$ cat config.mk
export PLATFORM = sky130hd
export DESIGN_NAME = gpio_port_registers_with_lock
export DESIGN_NICKNAME = d
export VERILOG_FILES = /design/src/gpl_pkg.sv /design/src/gpio_port_registers_with_lock.sv /design/src/gpl_ctrl.sv /design/src/gpl_datapath.sv
export SDC_FILE = /design/constraint.sdc
export NUM_CORES = 1
export LEC_CHECK = 0
export ABC_AREA = 1
export BUFFER_PORTS_ARGS = -buffer_cell sky130_fd_sc_hd__buf_4
export CORE_UTILIZATION = 47
export CTS_CLUSTER_SIZE = 14
export DETAILED_ROUTE_END_ITERATION = 7
export PLACE_DENSITY = 0.68
export REMOVE_ABC_BUFFERS = 1
export SLEW_MARGIN = 0
export SYNTH_ARGS = -nofsm -noshare
export SYNTH_HDL_FRONTEND = slang
export SYNTH_HIERARCHICAL = 1
export SYNTH_SLANG_ARGS = --single-unit
$ cat constraint.sdc
create_clock -name i_clk -period 2.35 [get_ports i_clk]
set_clock_uncertainty 0.1 [all_clocks]
set_input_delay 0 -clock i_clk [delete_from_list [all_inputs] [get_ports i_clk]]
set_output_delay 0 -clock i_clk [all_outputs]
set_load 0.02 [all_outputs]
$ cat src/gpl_pkg.sv
// Shared definitions for the GPIO port register block.
// Register index codes, reset values and controller/datapath link types.
package gpl_pkg;

    localparam int unsigned PIN_COUNT   = 16;
    localparam int unsigned IDX_W       = 3;
    localparam int unsigned BUS_W       = 32;
    localparam int unsigned KEY_BIT     = 16;
    localparam logic [BUS_W-1:0] CFG_RESET = 32'h4444_4444;

    localparam logic [IDX_W-1:0] REG_CFG_LOW  = 3'd0;
    localparam logic [IDX_W-1:0] REG_CFG_HIGH = 3'd1;
    localparam logic [IDX_W-1:0] REG_IN       = 3'd2;
    localparam logic [IDX_W-1:0] REG_OUT      = 3'd3;
    localparam logic [IDX_W-1:0] REG_SETRESET = 3'd4;
    localparam logic [IDX_W-1:0] REG_RESET    = 3'd5;
    localparam logic [IDX_W-1:0] REG_LOCK     = 3'd6;
    localparam logic [IDX_W-1:0] REG_BAD      = 3'd7;

    localparam logic MODE_READ  = 1'b0;
    localparam logic MODE_WRITE = 1'b1;

    typedef struct packed {
        logic load;          // take a request into the output register
        logic lock_bits_we;  // write low half of lock register
        logic lock_key;      // current lock key
    } t_gpl_cmd;

    typedef struct packed {
        logic bits_match;    // write data low half equals lock bits
    } t_gpl_sts;

endpackage

$ cat src/gpio_port_registers_with_lock.sv
// A response is registered and appears in the cycle after its request is accepted.
// Throughput: one request per cycle; the single response register stalls
// the input only while a finished response is held by downstream stall.
// Reset (synchronous, active low): config words 0x44444444, output data,
// lock bits, lock key and sequence cleared; no response pending.
// Top level of the GPIO port: joins gpl_ctrl and gpl_datapath; uses gpl_pkg.
module gpio_port_registers_with_lock (
    input  logic                            i_clk,
    input  logic                            i_rst_n,
    input  logic                            i_in_valid,
    output logic                            o_in_stall,
    input  logic                            i_mode,
    input  logic [gpl_pkg::IDX_W-1:0]       i_reg_index,
    input  logic [gpl_pkg::BUS_W-1:0]       i_write_data,
    input  logic [gpl_pkg::PIN_COUNT-1:0]   i_pin_levels_in,
    output logic                            o_out_valid,
    input  logic                            i_out_stall,
    output logic [gpl_pkg::BUS_W-1:0]       o_read_data,
    output logic [gpl_pkg::PIN_COUNT-1:0]   o_pin_drive_out,
    output logic                            o_lock_active,
    output logic                            o_bad_register
);
    import gpl_pkg::*;

    t_gpl_cmd cmd;
    t_gpl_sts sts;

    gpl_ctrl u_ctrl (
        .i_clk         (i_clk),
        .i_rst_n       (i_rst_n),
        .i_in_valid    (i_in_valid),
        .i_out_stall   (i_out_stall),
        .i_mode        (i_mode),
        .i_reg_index   (i_reg_index),
        .i_key_bit     (i_write_data[KEY_BIT]),
        .i_sts         (sts),
        .o_cmd         (cmd),
        .o_in_stall    (o_in_stall),
        .o_out_valid   (o_out_valid),
        .o_lock_active (o_lock_active)
    );

    gpl_datapath u_dp (
        .i_clk           (i_clk),
        .i_cmd           (cmd),
        .i_rst_n         (i_rst_n),
        .i_mode          (i_mode),
        .i_reg_index     (i_reg_index),
        .i_write_data    (i_write_data),
        .i_pin_levels_in (i_pin_levels_in),
        .o_sts           (sts),
        .o_read_data     (o_read_data),
        .o_pin_drive_out (o_pin_drive_out),
        .o_bad_register  (o_bad_register)
    );

endmodule

$ cat src/gpl_ctrl.sv
// Lock key sequencer and output handshake control for the GPIO port.
// Depends on gpl_pkg; drives commands into gpl_datapath.
module gpl_ctrl (
    input  logic                        i_clk,
    input  logic                        i_rst_n,
    input  logic                        i_in_valid,
    input  logic                        i_out_stall,
    input  logic                        i_mode,
    input  logic [gpl_pkg::IDX_W-1:0]   i_reg_index,
    input  logic                        i_key_bit,
    input  gpl_pkg::t_gpl_sts           i_sts,
    output gpl_pkg::t_gpl_cmd           o_cmd,
    output logic                        o_in_stall,
    output logic                        o_out_valid,
    output logic                        o_lock_active
);
    import gpl_pkg::*;

    localparam logic [1:0] STEP_IDLE  = 2'd0;
    localparam logic [1:0] STEP_ONE   = 2'd1;
    localparam logic [1:0] STEP_TWO   = 2'd2;
    localparam logic [1:0] STEP_AWAIT = 2'd3;

    logic [1:0] r_step, n_step;
    logic       r_lock_key, n_lock_key;
    logic       r_out_valid, n_out_valid;
    logic       accept;
    logic       lock_acc;
    logic       lock_wr;

    assign o_in_stall = r_out_valid & i_out_stall;
    assign accept     = i_in_valid & ~o_in_stall;
    assign lock_acc   = accept & (i_reg_index == REG_LOCK);
    assign lock_wr    = lock_acc & (i_mode == MODE_WRITE) & ~r_lock_key;

    always_comb begin
        n_step     = r_step;
        n_lock_key = r_lock_key;
        if (lock_wr) begin
            unique case (r_step)
                STEP_ONE: begin
                    n_step = (!i_key_bit && i_sts.bits_match) ? STEP_TWO
                           : (i_key_bit ? STEP_ONE : STEP_IDLE);
                end
                STEP_TWO: begin
                    n_step = (i_key_bit && i_sts.bits_match) ? STEP_AWAIT
                           : (i_key_bit ? STEP_ONE : STEP_IDLE);
                end
                default: begin
                    n_step = i_key_bit ? STEP_ONE : STEP_IDLE;
                end
            endcase
        end else if (lock_acc && i_mode == MODE_READ) begin
            if (r_step == STEP_AWAIT) begin
                n_lock_key = 1'b1;
            end
            n_step = STEP_IDLE;
        end
    end

    always_comb begin
        n_out_valid = r_out_valid;
        if (accept) begin
            n_out_valid = 1'b1;
        end else if (!i_out_stall) begin
            n_out_valid = 1'b0;
        end
    end

    always_ff @(posedge i_clk) begin
        if (!i_rst_n) begin
            r_step      <= STEP_IDLE;
            r_lock_key  <= 1'b0;
            r_out_valid <= 1'b0;
        end else begin
            r_step      <= n_step;
            r_lock_key  <= n_lock_key;
            r_out_valid <= n_out_valid;
        end
    end

    assign o_cmd.load         = accept;
    assign o_cmd.lock_bits_we = lock_wr;
    assign o_cmd.lock_key     = r_lock_key;
    assign o_out_valid        = r_out_valid;
    assign o_lock_active      = r_lock_key;

    a_key_idle_step: assert property (@(posedge i_clk) disable iff (!i_rst_n)
        r_lock_key |-> (r_step == STEP_IDLE))
        else $error("lock sequence active after lock");

    a_key_sticky: assert property (@(posedge i_clk) disable iff (!i_rst_n)
        r_lock_key |=> r_lock_key)
        else $error("lock key cleared without reset");

    a_key_rise: assert property (@(posedge i_clk) disable iff (!i_rst_n)
        $rose(r_lock_key) |-> $past(lock_acc && i_mode == MODE_READ
                                    && r_step == STEP_AWAIT))
        else $error("lock key set outside sequence");

    a_stall_hold: assert property (@(posedge i_clk) disable iff (!i_rst_n)
        (r_out_valid && i_out_stall) |=> r_out_valid)
        else $error("stalled response dropped");

endmodule

$ cat src/gpl_datapath.sv
// Port registers, lock freeze masking, read mux and response register.
// Depends on gpl_pkg; controlled by gpl_ctrl.
module gpl_datapath (
    input  logic                            i_clk,
    input  gpl_pkg::t_gpl_cmd               i_cmd,
    input  logic                            i_rst_n,
    input  logic                            i_mode,
    input  logic [gpl_pkg::IDX_W-1:0]       i_reg_index,
    input  logic [gpl_pkg::BUS_W-1:0]       i_write_data,
    input  logic [gpl_pkg::PIN_COUNT-1:0]   i_pin_levels_in,
    output gpl_pkg::t_gpl_sts               o_sts,
    output logic [gpl_pkg::BUS_W-1:0]       o_read_data,
    output logic [gpl_pkg::PIN_COUNT-1:0]   o_pin_drive_out,
    output logic                            o_bad_register
);
    import gpl_pkg::*;

    logic [BUS_W-1:0]     r_cfg_low, n_cfg_low;
    logic [BUS_W-1:0]     r_cfg_high, n_cfg_high;
    logic [PIN_COUNT-1:0] r_out_word, n_out_word;
    logic [PIN_COUNT-1:0] r_lock_bits;
    logic [BUS_W-1:0]     r_rdata, n_rdata;
    logic                 r_bad;
    logic [BUS_W-1:0]     mask_low, mask_high;
    logic                 is_wr;

    always_comb begin
        for (int i = 0; i < PIN_COUNT / 2; i++) begin
            mask_low[4*i +: 4]  = {4{i_cmd.lock_key & r_lock_bits[i]}};
            mask_high[4*i +: 4] = {4{i_cmd.lock_key & r_lock_bits[i + PIN_COUNT/2]}};
        end
    end

    assign is_wr            = i_cmd.load & (i_mode == MODE_WRITE);
    assign o_sts.bits_match = (i_write_data[PIN_COUNT-1:0] == r_lock_bits);

    always_comb begin
        n_cfg_low  = r_cfg_low;
        n_cfg_high = r_cfg_high;
        n_out_word = r_out_word;
        if (is_wr) begin
            case (i_reg_index)
                REG_CFG_LOW:  n_cfg_low  = (r_cfg_low & mask_low)
                                         | (i_write_data & ~mask_low);
                REG_CFG_HIGH: n_cfg_high = (r_cfg_high & mask_high)
                                         | (i_write_data & ~mask_high);
                REG_OUT:      n_out_word = i_write_data[PIN_COUNT-1:0];
                REG_SETRESET: n_out_word = (r_out_word & ~i_write_data[BUS_W-1:PIN_COUNT])
                                         | i_write_data[PIN_COUNT-1:0];
                REG_RESET:    n_out_word = r_out_word & ~i_write_data[PIN_COUNT-1:0];
                default:      ;
            endcase
        end
    end

    always_comb begin
        n_rdata = '0;
        if (i_mode == MODE_READ) begin
            unique case (i_reg_index)
                REG_CFG_LOW:  n_rdata = r_cfg_low;
                REG_CFG_HIGH: n_rdata = r_cfg_high;
                REG_IN:       n_rdata = {{(BUS_W-PIN_COUNT){1'b0}}, i_pin_levels_in};
                REG_OUT:      n_rdata = {{(BUS_W-PIN_COUNT){1'b0}}, r_out_word};
                REG_LOCK:     n_rdata = {{(BUS_W-PIN_COUNT-1){1'b0}}, i_cmd.lock_key,
                                         r_lock_bits};
                default:      n_rdata = '0;
            endcase
        end
    end

    always_ff @(posedge i_clk) begin
        if (!i_rst_n) begin
            r_cfg_low   <= CFG_RESET;
            r_cfg_high  <= CFG_RESET;
            r_out_word  <= '0;
            r_lock_bits <= '0;
        end else begin
            r_cfg_low  <= n_cfg_low;
            r_cfg_high <= n_cfg_high;
            r_out_word <= n_out_word;
            if (i_cmd.lock_bits_we) begin
                r_lock_bits <= i_write_data[PIN_COUNT-1:0];
            end
        end
    end

    always_ff @(posedge i_clk) begin
        if (i_cmd.load) begin
            r_rdata <= n_rdata;
            r_bad   <= (i_reg_index == REG_BAD);
        end
    end

    assign o_read_data     = r_rdata;
    assign o_pin_drive_out = r_out_word;
    assign o_bad_register  = r_bad;

endmodule
==> reports/qor.yml <==
min_path:
  hold_depth: 5
  worst_hold_startpoint: "i_reg_index[2]"
  hold_end: "u_ctrl/o_lock_active$_SDFFE_PN0P_"
  min_path_type: "input pin to flip-flop"
detailed_routing:
  drt-initial-drc-count: 560
  wl_per_cell_um: 15.6
  via_count: 6992
  drt_first_pass_iters: 8
  drc: 0
  postRouteAntennaNets: 0
  drt_wl_total_um: 20900
  vias_per_cell: 5.23
setup_path:
  worst_ep_required_time_ns: 2.61
  crit_type: "flip-flop to flip-flop"
  reg2regPathDepth: 10
  r2r_setup_slack_ns: 0.61
  critPathBufInv: 3
  critical_path.max_fanout: 12
  cp.arrival_ns: 2.00
  critPathMostFrequentCell: "nor2_1"
  cpMaxStageDelayCell: "dfxtp_1"
  crit_family: "simple AND/OR/NAND/NOR gates"
  path_cells: "nand2_2 > nand2_4 > inv_1 > nand2_1 > inv_1 > nand2_2 > buf_4 > nor2_1 > nor2_1 > nor2_1"
  end_kind: "flip-flop"
  startpoint_type: "flip-flop"
  r2r-start: "u_ctrl/o_out_valid$_SDFFE_PN0P_"
  slowest_delay_ns: 0.31
clock_network:
  clock-root-buffer: "clkbuf_16"
  h-tree-depth: 4
  cts-buffers-inserted: 17
  cts_sinks: 133
  cts_tree: "done"
  cts_resized: 0
  clock_path_buffers: 2
  worstSkewPairLatency_ns: 0.42
  clk_pin_slew_ns: 0.06
power_and_ir_drop:
  p_leak_nw: 3.93
  intPower_mw: 4.24
  pwr-share-comb: 0.125
  ir_drop_uv: 480
  power_switching_mw: 1.44
  netSwitchingFraction: 0.253
  power.share.clock: 0.441
  p_seq_frac: 0.434
  power_density_nw_per_um2: 644
global_routing:
  grt_overflow_total: 0
  grt_pass1_wl_um: 32600
  grt_pass1_vias: 6288
  antenna_found_initial: 0
  grt_max_degree: 66
  track_usage: 0.288
placed_design:
  dp_worst_setup_slack_ns: 0.620
  dp_cells: 1255
  io_buffers: 107
  dp_hpwl_um: 14200
  gp_congestion: 0.940
floorplanning:
  die_area_sq_um: 15000
  die_y_um: 123
  pin_count: 108
  rows: 43
  start_util: 0.487
  die_w_um: 123
  core_sq_um: 14000
timing:
  setup_viol: 0
  finalCritPeriodShare: 0.739
  max_freq_mhz: 576
  setup_slack_ns: 0.613
  whs_ns: 0.0442
  hold_viol: 0
  period_needed_ns: 1.74
  rsz0062_at_grt: "no"
  worst_pin_slew_ns: 0.903
  report.final.slew_viol_count: 0
  worst_slew_margin_rel: 0.397
cells_and_area:
  fin_util: 0.628
  antenna_cells: 0
  drive_gt1_frac: 0.152
  stdcell_count: 1337
  nets: 1204
  nFillCells: 1348
  syn_to_final_growth_pct: 29.0
synth:
  synthesis.area_sq_um: 6830
  ys_seq_elements: 133
  yosysWarnings: 6
  yosysUniqueCellTypes: 27
  synth-seq-area-share: 0.438
  synthCells: 998
  avgSynthCellArea_sq_um: 6.85
status:
  status: "finished clean"
job:
  maxCapViolCount: 0
==> cell type report <==
| type | count | area, sq um | area share |
|---|---|---|---|
| clock buffer | 19 | 433 | 0.0491 |
| multi-input combinational | 732 | 3260 | 0.370 |
| timing repair buffer | 177 | 1470 | 0.167 |
| tap | 180 | 225 | 0.0256 |
| sequential | 133 | 2990 | 0.340 |
| clock inverter | 12 | 114 | 0.0129 |
| inverter | 84 | 315 | 0.0358 |
==> routing by layer <==
metal | part of all wire | vias up | GRT usage
li1 | - | 3497 | -
met1 | 0.44 | 3163 | 0.377
met2 | 0.47 | 283 | 0.467
met3 | 0.066 | 49 | 0.0469
met4 | 0.025 | 0 | 0.124
met5 | 0 | - | 0
==> synthesized netlist by cell type <==
library cell  count  share of area
dfxtp_1         100           0.29
a21oi_1          59          0.043
clkbuf_1         17         0.0093
buf_2            15          0.011
ha_1              3         0.0055
nand2_4           2         0.0033
o21bai_1          1         0.0011
buf_1             3         0.0016
inv_2             2         0.0011
o21ai_1           1        0.00073
nand2_1         288           0.16
nand4_1           1        0.00092
nor4_1            1        0.00092
buf_6             3         0.0049
xnor2_1           7         0.0090
nor2_1          144          0.079
inv_1            82          0.045
nand3_1         173           0.13
o21ai_0          34          0.025
a21oi_2           1         0.0013
nand2_2           3         0.0027
edfxtp_1         33           0.15
nor2_4            6         0.0099
nand3_2           1         0.0015
nor2_2            6         0.0055
buf_4            11          0.012
o21ai_4           1         0.0024
==> layout by cell type (no fill, tap or decap), types with 3 or more instances in the layout <==
cell type	n
nor2_2	6
nor2_4	6
inv_1	82
clkinv_2	6
dlygate4sd3_1	51
ha_1	3
nand2_2	3
buf_4	125
edfxtp_1	33
o21ai_0	34
nor2_1	144
xnor2_1	7
nand3_1	173
clkbuf_16	17
dfxtp_1	100
nand2_1	288
a21oi_1	59
==> worst max path at each step <==
stage	start	slack, ns	cells past startpoint	to
6_report	u_ctrl/o_out_valid$_SDFFE_PN0P_	0.61	10	flip-flop
5_1_grt	u_ctrl/o_out_valid$_SDFFE_PN0P_	0.51	10	flip-flop
4_1_cts	u_ctrl/o_out_valid$_SDFFE_PN0P_	0.63	10	flip-flop
3_5_place_dp	u_ctrl/o_out_valid$_SDFFE_PN0P_	0.62	10	flip-flop
3_3_place_gp	u_ctrl/o_out_valid$_SDFFE_PN0P_	0.67	10	flip-flop
2_1_floorplan	u_ctrl/o_lock_active$_SDFFE_PN0P_	-0.91	3	u_dp/r_lock_bits[0]$_SDFFE_PN0P_
==> through the flow <==
stage / TNS (ns) / power [mW] / cell area [sq um]
2_1_floorplan: -39.76 / 2.81 / 6570
3_3_place_gp: 0 / 3.14 / 7760
3_5_place_dp: 0 / 3.14 / 7760
4_1_cts: 0 / 5.70 / 8810
5_1_grt: 0 / 5.87 / 8810
6_report: 0 / 5.67 / 8810
==> power by group through the flow <==
stage | Sequential, mW | Combinational (mW) | Clock (mW)
final | 2.46 | 0.709 | 2.50
after global routing | 2.47 | 0.772 | 2.63
after CTS | 2.46 | 0.704 | 2.54
after detailed placement | 2.51 | 0.633 | 0
after global placement | 2.51 | 0.629 | 0
after floorplan | 2.56 | 0.250 | 0
==> tightest hold or removal path, delay by kind of cell <==
kind	cells	cell delay, ns
AOI/OAI and AO/OA	1	0.06
buffers and inverters	1	0.18
and+or+nand+nor	3	0.26
==> timing repair <==
item                       CTS  global route
setup endpoints to repair    0             0
hold endpoints to repair   116             0
setup buffers                0             0
hold buffers                51             0
==> cell families after synthesis <==
family,synth area share
AO/OA/AOI/OAI,0.0736
XOR/XNOR,0.00897
adder cells (fa/ha/maj),0.00549
buffers and inverters,0.0851
flip-flops,0.438
AND/OR/NAND/NOR,0.389
(Power assumes the default switching activity.)
